## src/sv/qvu_pkg.sv

```systemverilog
// Shared types, constants and register codes for the Q value update engine.
package qvu_pkg;

    // Entry format: signed Q8.8
    localparam int Q_W = 16;
    // Configuration register data width and index width
    localparam int CFG_W     = 9;
    localparam int CFG_IDX_W = 2;

    // Default table geometry
    localparam int DEF_NUM_STATES  = 64;
    localparam int DEF_NUM_ACTIONS = 6;

    // Datapath widths: difference term (scaled by 2^16) and product (scaled by 2^24)
    localparam int D_W = 26;
    localparam int P_W = 36;
    // Rounded increment and the sum before clamping
    localparam int INC_W = P_W - 16;
    localparam int S_W   = INC_W + 1;

    // Register reset values
    localparam logic [CFG_W-1:0] LR_RESET   = 9'd77;
    localparam logic [CFG_W-1:0] DF_RESET   = 9'd128;

    // Update modes
    localparam logic MODE_QLEARN = 1'b0;
    localparam logic MODE_SARSA  = 1'b1;
    localparam logic MODE_RESET  = MODE_QLEARN;

    // Configuration register indexes
    typedef enum logic [CFG_IDX_W-1:0] {
        CFG_LEARNING_RATE   = 2'd0,
        CFG_DISCOUNT_FACTOR = 2'd1,
        CFG_UPDATE_MODE     = 2'd2
    } cfg_reg_e_t;

    // Stage load enables from the sequencer to the arithmetic unit
    typedef struct packed {
        logic pick_en;
        logic diff_en;
        logic prod_en;
    } qvu_ctrl_t;

endpackage

```

## src/sv/qvu_update.sv

```systemverilog
// Update arithmetic: target pick, gamma and alpha multiplies, rounding and clamping.
module qvu_update #(
    parameter int NUM_ACTIONS = qvu_pkg::DEF_NUM_ACTIONS
) (
    input  logic                                        clk,
    input  qvu_pkg::qvu_ctrl_t                          ctrl,
    input  logic                                        mode,
    input  logic                                        cur_ok,
    input  logic                                        next_ok,
    input  logic [$clog2(NUM_ACTIONS)-1:0]              action,
    input  logic [$clog2(NUM_ACTIONS)-1:0]              next_action,
    input  logic [NUM_ACTIONS-1:0]                      next_mask,
    input  logic signed [qvu_pkg::Q_W-1:0]              reward,
    input  logic [qvu_pkg::CFG_W-1:0]                   alpha,
    input  logic [qvu_pkg::CFG_W-1:0]                   gamma,
    input  logic [NUM_ACTIONS-1:0][qvu_pkg::Q_W-1:0]    row_cur,
    input  logic [NUM_ACTIONS-1:0][qvu_pkg::Q_W-1:0]    row_next,
    output logic signed [qvu_pkg::Q_W-1:0]              result
);
    import qvu_pkg::*;

    localparam int ACT_W  = $clog2(NUM_ACTIONS);
    localparam int LEAVES = 1 << ACT_W;
    localparam logic [ACT_W:0] ACT_LIM = (ACT_W + 1)'(NUM_ACTIONS);
    localparam logic signed [P_W-1:0] RND_HALF = P_W'(32'sd32768);
    localparam logic signed [S_W-1:0] SAT_HI   = S_W'(32'sd32767);
    localparam logic signed [S_W-1:0] SAT_LO   = S_W'(-32'sd32768);

    // Max tree over the masked next-state row, heap order (root at node 0)
    logic                 node_v [2*LEAVES-1];
    logic signed [Q_W-1:0] node_q [2*LEAVES-1];

    genvar gi;
    generate
        for (gi = 0; gi < LEAVES; gi++)
        begin : g_leaf
            if (gi < NUM_ACTIONS)
            begin : g_used
                assign node_v[LEAVES-1+gi] = next_mask[gi];
                assign node_q[LEAVES-1+gi] = row_next[gi];
            end
            else
            begin : g_pad
                assign node_v[LEAVES-1+gi] = 1'b0;
                assign node_q[LEAVES-1+gi] = '0;
            end
        end
        for (gi = 0; gi < LEAVES - 1; gi++)
        begin : g_node
            logic take_right;
            assign take_right = node_v[2*gi+2] &&
                                (!node_v[2*gi+1] || (node_q[2*gi+2] > node_q[2*gi+1]));
            assign node_v[gi] = node_v[2*gi+1] | node_v[2*gi+2];
            assign node_q[gi] = take_right ? node_q[2*gi+2] : node_q[2*gi+1];
        end
    endgenerate

    logic signed [Q_W-1:0] q_sel, target_sel;
    logic                  next_act_ok;

    // Current entry and target selection
    always_comb
    begin
        next_act_ok = ({1'b0, next_action} < ACT_LIM);
        q_sel       = cur_ok ? $signed(row_cur[action]) : '0;
        target_sel  = '0;
        if (next_ok)
        begin
            if (mode == MODE_SARSA)
            begin
                if (next_act_ok)
                begin
                    target_sel = $signed(row_next[next_action]);
                end
            end
            else if (node_v[0])
            begin
                target_sel = node_q[0];
            end
        end
    end

    logic signed [Q_W-1:0] q_reg, target_reg;
    logic signed [D_W-1:0] d_reg, d_next;
    logic signed [P_W-1:0] p_reg, p_next;

    // Difference term r*256 + gamma*target - q*256, exact in D_W bits
    always_comb
    begin
        logic signed [D_W-1:0] r_sc;
        logic signed [D_W-1:0] q_sc;
        logic signed [D_W-1:0] g_t;
        r_sc   = D_W'(reward) <<< 8;
        q_sc   = D_W'(q_reg) <<< 8;
        g_t    = $signed({1'b0, gamma}) * target_reg;
        d_next = r_sc + g_t - q_sc;
    end

    // Scale by alpha
    assign p_next = $signed({1'b0, alpha}) * d_reg;

    always_ff @(posedge clk)
    begin
        if (ctrl.pick_en)
        begin
            q_reg      <= q_sel;
            target_reg <= target_sel;
        end
        if (ctrl.diff_en)
        begin
            d_reg <= d_next;
        end
        if (ctrl.prod_en)
        begin
            p_reg <= p_next;
        end
    end

    // Round half up to Q8.8, add to q, clamp to 16 bits; result is zero when the current entry is invalid
    always_comb
    begin
        logic signed [P_W-1:0]   rnd;
        logic signed [INC_W-1:0] inc;
        logic signed [S_W-1:0]   sum;
        rnd = p_reg + RND_HALF;
        inc = rnd[P_W-1:16];
        sum = S_W'(q_reg) + S_W'(inc);
        if (!cur_ok)
        begin
            result = '0;
        end
        else if (sum > SAT_HI)
        begin
            result = Q_W'(SAT_HI);
        end
        else if (sum < SAT_LO)
        begin
            result = Q_W'(SAT_LO);
        end
        else
        begin
            result = Q_W'(sum);
        end
    end

endmodule

```

## config.mk

```make
export PLATFORM = sky130hd
export DESIGN_NAME = qvu_update
export DESIGN_NICKNAME = d
export VERILOG_FILES = /design/src/sv/qvu_pkg.sv /design/src/sv/qvu_update.sv
export SDC_FILE = /design/constraint.sdc
export NUM_CORES = 1
export LEC_CHECK = 0
export BUFFER_PORTS_ARGS = -buffer_cell sky130_fd_sc_hd__buf_2
export CORE_UTILIZATION = 55
export CTS_CLUSTER_DIAMETER = 50
export CTS_CLUSTER_SIZE = 24
export DETAILED_ROUTE_END_ITERATION = 8
export PLACE_DENSITY = 0.76
export SLEW_MARGIN = 20
export SYNTH_ARGS = -nofsm -noshare
export SYNTH_HDL_FRONTEND = slang
export SYNTH_SLANG_ARGS = --single-unit
```

## constraint.sdc

```tcl
create_clock -name clk -period 8.75 [get_ports clk]
set_input_delay 0 -clock clk [delete_from_list [all_inputs] [get_ports clk]]
set_output_delay 0 -clock clk [all_outputs]
set_load 0.01 [all_outputs]
```

==> flow_summary.yaml <==
timing:
  finalHoldViolCount: 0
  worstMarginPinSlew_ns: 0.971
  fmax_mhz: 148
  totalNegativeSetupSlack_ns: 0
  slew_violations: 0
  finClkSkew_ns: 0.0151
  fin_crit_sh: 0.771
  grt_setup_unrepaired: "false"
  min_period_ns: 6.74
  setup_viol: 0
  slew_headroom: 0.353
cts:
  cts-root-buf: "clkbuf_16"
  postCtsSetupRepairBufs: 0
  clock_path_buffers: 2
  cts_tree: "yes"
  hold_buffers: 0
  clkTransAtPathRegs_ns: 0.07
  numClockSinks: 79
  worstSkewPairLatency_ns: 0.37
  htreeDepth: 3
  cts_resized: 0
  numCtsBuffers: 9
finish:
  post-route-util: 0.607
  syn2layout_area_growth_pct: 8.95
  nets: 3524
  post_route_cells_drive_above_1_share: 0.135
  largest_register_ffs: 26
worst_setup_path:
  critPathLaunchType: "input pin"
  slowest_delay_ns: 0.69
  r2r_cells: 18
  worst-path-max-fanout: 32
  worst_setup_path_end_kind: "register"
  crit_arrival_ns: 6.99
  r2r-start: "target_reg[5]"
  r2r_end: "d_reg[20]"
  r2r_setup_slack_ns: 2.72
  critPathBufInv: 6
  crit_required_ns: 9.00
  crit_path_frequent_cell: "a21o_1"
  critPathTopFamily: "compound AO/OA/AOI/OAI gates"
  path_class: "in -> reg"
  slowest_stage: "a31oi_2"
floorplanning:
  die_w_um: 205
  start_util: 0.557
  die_area_sq_mm: 0.0421
  rows: 74
  ios: 261
  fp.dieH_um: 205
  core_sq_mm: 0.0407
grt:
  grt_max_degree: 48
  grt_pass1_vias: 19761
  track_usage: 0.323
  antenna_found_initial: 4
  grt_pass1_wl_um: 104000
  gr-total-overflow: 0
logic_synthesis:
  avgSynthCellArea_sq_um: 9.12
  yosys.cell_types.count: 86
  synth_edf_count: 79
  syn_inst: 2488
  seq_area_frac_synth: 0.105
  yosys_warnings: 0
  synthArstFlopShare: 0
  synth_area_sq_mm: 0.0227
  synth_fp_nets: 3322
  synth_seq_cells: 79
  yosys_most_used_dff: "edfxtp_1"
drt:
  wirelength_um: 64600
  antenna_left: 0
  num_vias: 18398
  drtIter0Drc: 1114
  wl_per_cell_um: 20.0
  remaining_drc_errors: 0
  drt-pass1-iter-count: 5
  viasPerCell: 5.70
flow_run:
  max_cap_violations: 0
hold_path:
  min_to: "q_reg[3]"
  worstHoldStart: "row_cur[67]"
  whs_path_depth: 5
  hp-class: "in -> reg"
placement:
  portBuffers: 260
  gp_congestion: 1.04
  dpl.hpwl_um: 55900
outcome:
  status: "completed"
==> synth_stat cells, types with 3 or more instances <==
cell type	instances	share of area
inv_1	517	0.086
fa_1	355	0.31
and2_1	236	0.065
ha_1	234	0.13
nand2_1	232	0.038
nor2_1	82	0.014
a21oi_1	80	0.018
edfxtp_1	79	0.10
clkbuf_1	67	0.011
o21ai_0	62	0.014
xnor2_1	62	0.024
nand3_1	43	0.0095
a211oi_1	39	0.013
a21o_1	35	0.012
o21a_1	33	0.011
mux2i_1	32	0.014
mux4_2	32	0.032
xor2_1	20	0.0077
nand4_1	19	0.0052
o21ai_1	19	0.0042
a22oi_1	18	0.0060
a31o_2	16	0.0062
nor3_1	16	0.0035
nor2b_1	15	0.0041
o22a_1	15	0.0058
a31oi_1	13	0.0036
and3_1	12	0.0033
buf_1	7	0.0012
o211ai_1	7	0.0023
nand2b_1	6	0.0017
and4_1	5	0.0019
nand3b_1	4	0.0013
o21bai_1	4	0.0013
a211o_1	3	0.0012
o32ai_1	3	0.0012
or2_2	3	0.00083
==> metrics by stage <==
stage	instances	worst slack (ns)	hold slack, ns	area, sq um
2_1_floorplan	2488	2.58	0.112	22700
3_3_place_gp	3211	1.77	0.345	24400
3_5_place_dp	3211	1.72	0.349	24400
4_1_cts	3227	2.10	0.0673	24700
5_1_grt	3230	1.45	0.110	24700
6_report	3230	2.01	0.0780	24700
==> worst register-to-register path, cell delays in order (launching register included) <==
cell      delay (ns)
edfxtp_1        0.58
and2_1          0.25
fa_1            0.52
fa_1            0.56
inv_1           0.05
fa_1            0.44
fa_1            0.52
inv_1           0.06
fa_1            0.44
ha_1            0.34
a21oi_1         0.14
nand3b_1        0.10
o21ai_0         0.11
a311o_1         0.36
a31oi_1         0.34
o21ai_0         0.17
a21boi_1        0.27
nor4_1          0.10
a311o_1         0.39
==> cell type report <==
| type | instances | area [sq um] |
|---|---|---|
| Clock inverter | 7 | 55.1 |
| Clock buffer | 9 | 225 |
| Sequential cell | 79 | 2370 |
| Timing Repair Buffer | 270 | 1380 |
| Antenna cell | 3 | 7.51 |
| Fill cell | 3541 | 16000 |
| Inverter | 520 | 1950 |
| Tap cell | 532 | 666 |
| Multi-Input combinational cell | 1810 | 18100 |
==> cell usage in the layout, fill, tap and decap left out, types with 5 or more instances in the layout <==
cell type  netlist  layout
a211oi_1        39      39
a21o_1          35      35
a21oi_1         80      80
a22oi_1         18      18
a31o_2          16      16
a31oi_1         13      13
and2_1         236     236
and3_1          12      12
and4_1           5       5
buf_2            2     260
buf_4            1      10
clkbuf_16        0       9
edfxtp_1        79      79
fa_1           355     355
ha_1           234     234
inv_1          517     517
mux2i_1         32      32
mux4_2          32      32
nand2_1        232     232
nand2b_1         6       6
nand3_1         43      43
nand4_1         19      19
nor2_1          82      82
nor2b_1         15      15
nor3_1          16      16
o211ai_1         7       7
o21a_1          33      33
o21ai_0         62      62
o21ai_1         19      19
o22a_1          15      15
xnor2_1         62      62
xor2_1          20      20
==> worst max-delay path by stage <==
stage                     cells after the start              to         start
after CTS                                    32   target_reg[0]  row_next[11]
after global routing                         32   target_reg[0]  row_next[11]
after global placement                       32   target_reg[0]  row_next[11]
after detailed placement                     32   target_reg[0]  row_next[11]
final                                        32   target_reg[0]  row_next[11]
after floorplan                              32  target_reg[14]  row_next[11]
==> routing by layer <==
layer	GRT usage	vias up	routed length [um]
li1	-	8460	-
met1	0.404	9162	26200
met2	0.558	625	31900
met3	0.0480	149	3900
met4	0.131	2	2640
met5	0	-	13
==> logic make-up (layout without fill, tap and decap cells) <==
kind of cell,Yosys count,in the layout,share of synthesized area
and+or+nand+nor,689,689,0.154
buffers and inverters,599,806,0.100
adders and majority gates,589,589,0.442
AOI/OAI and AO/OA,383,383,0.119
xor gates and xnor gates,84,84,0.0336
DFF,79,79,0.105
muxes,65,65,0.0464
other,0,3,0
Power is left out: the tool's default activity adds up to more than one toggle a clock period on the data nets, which glitch-free logic cannot reach.
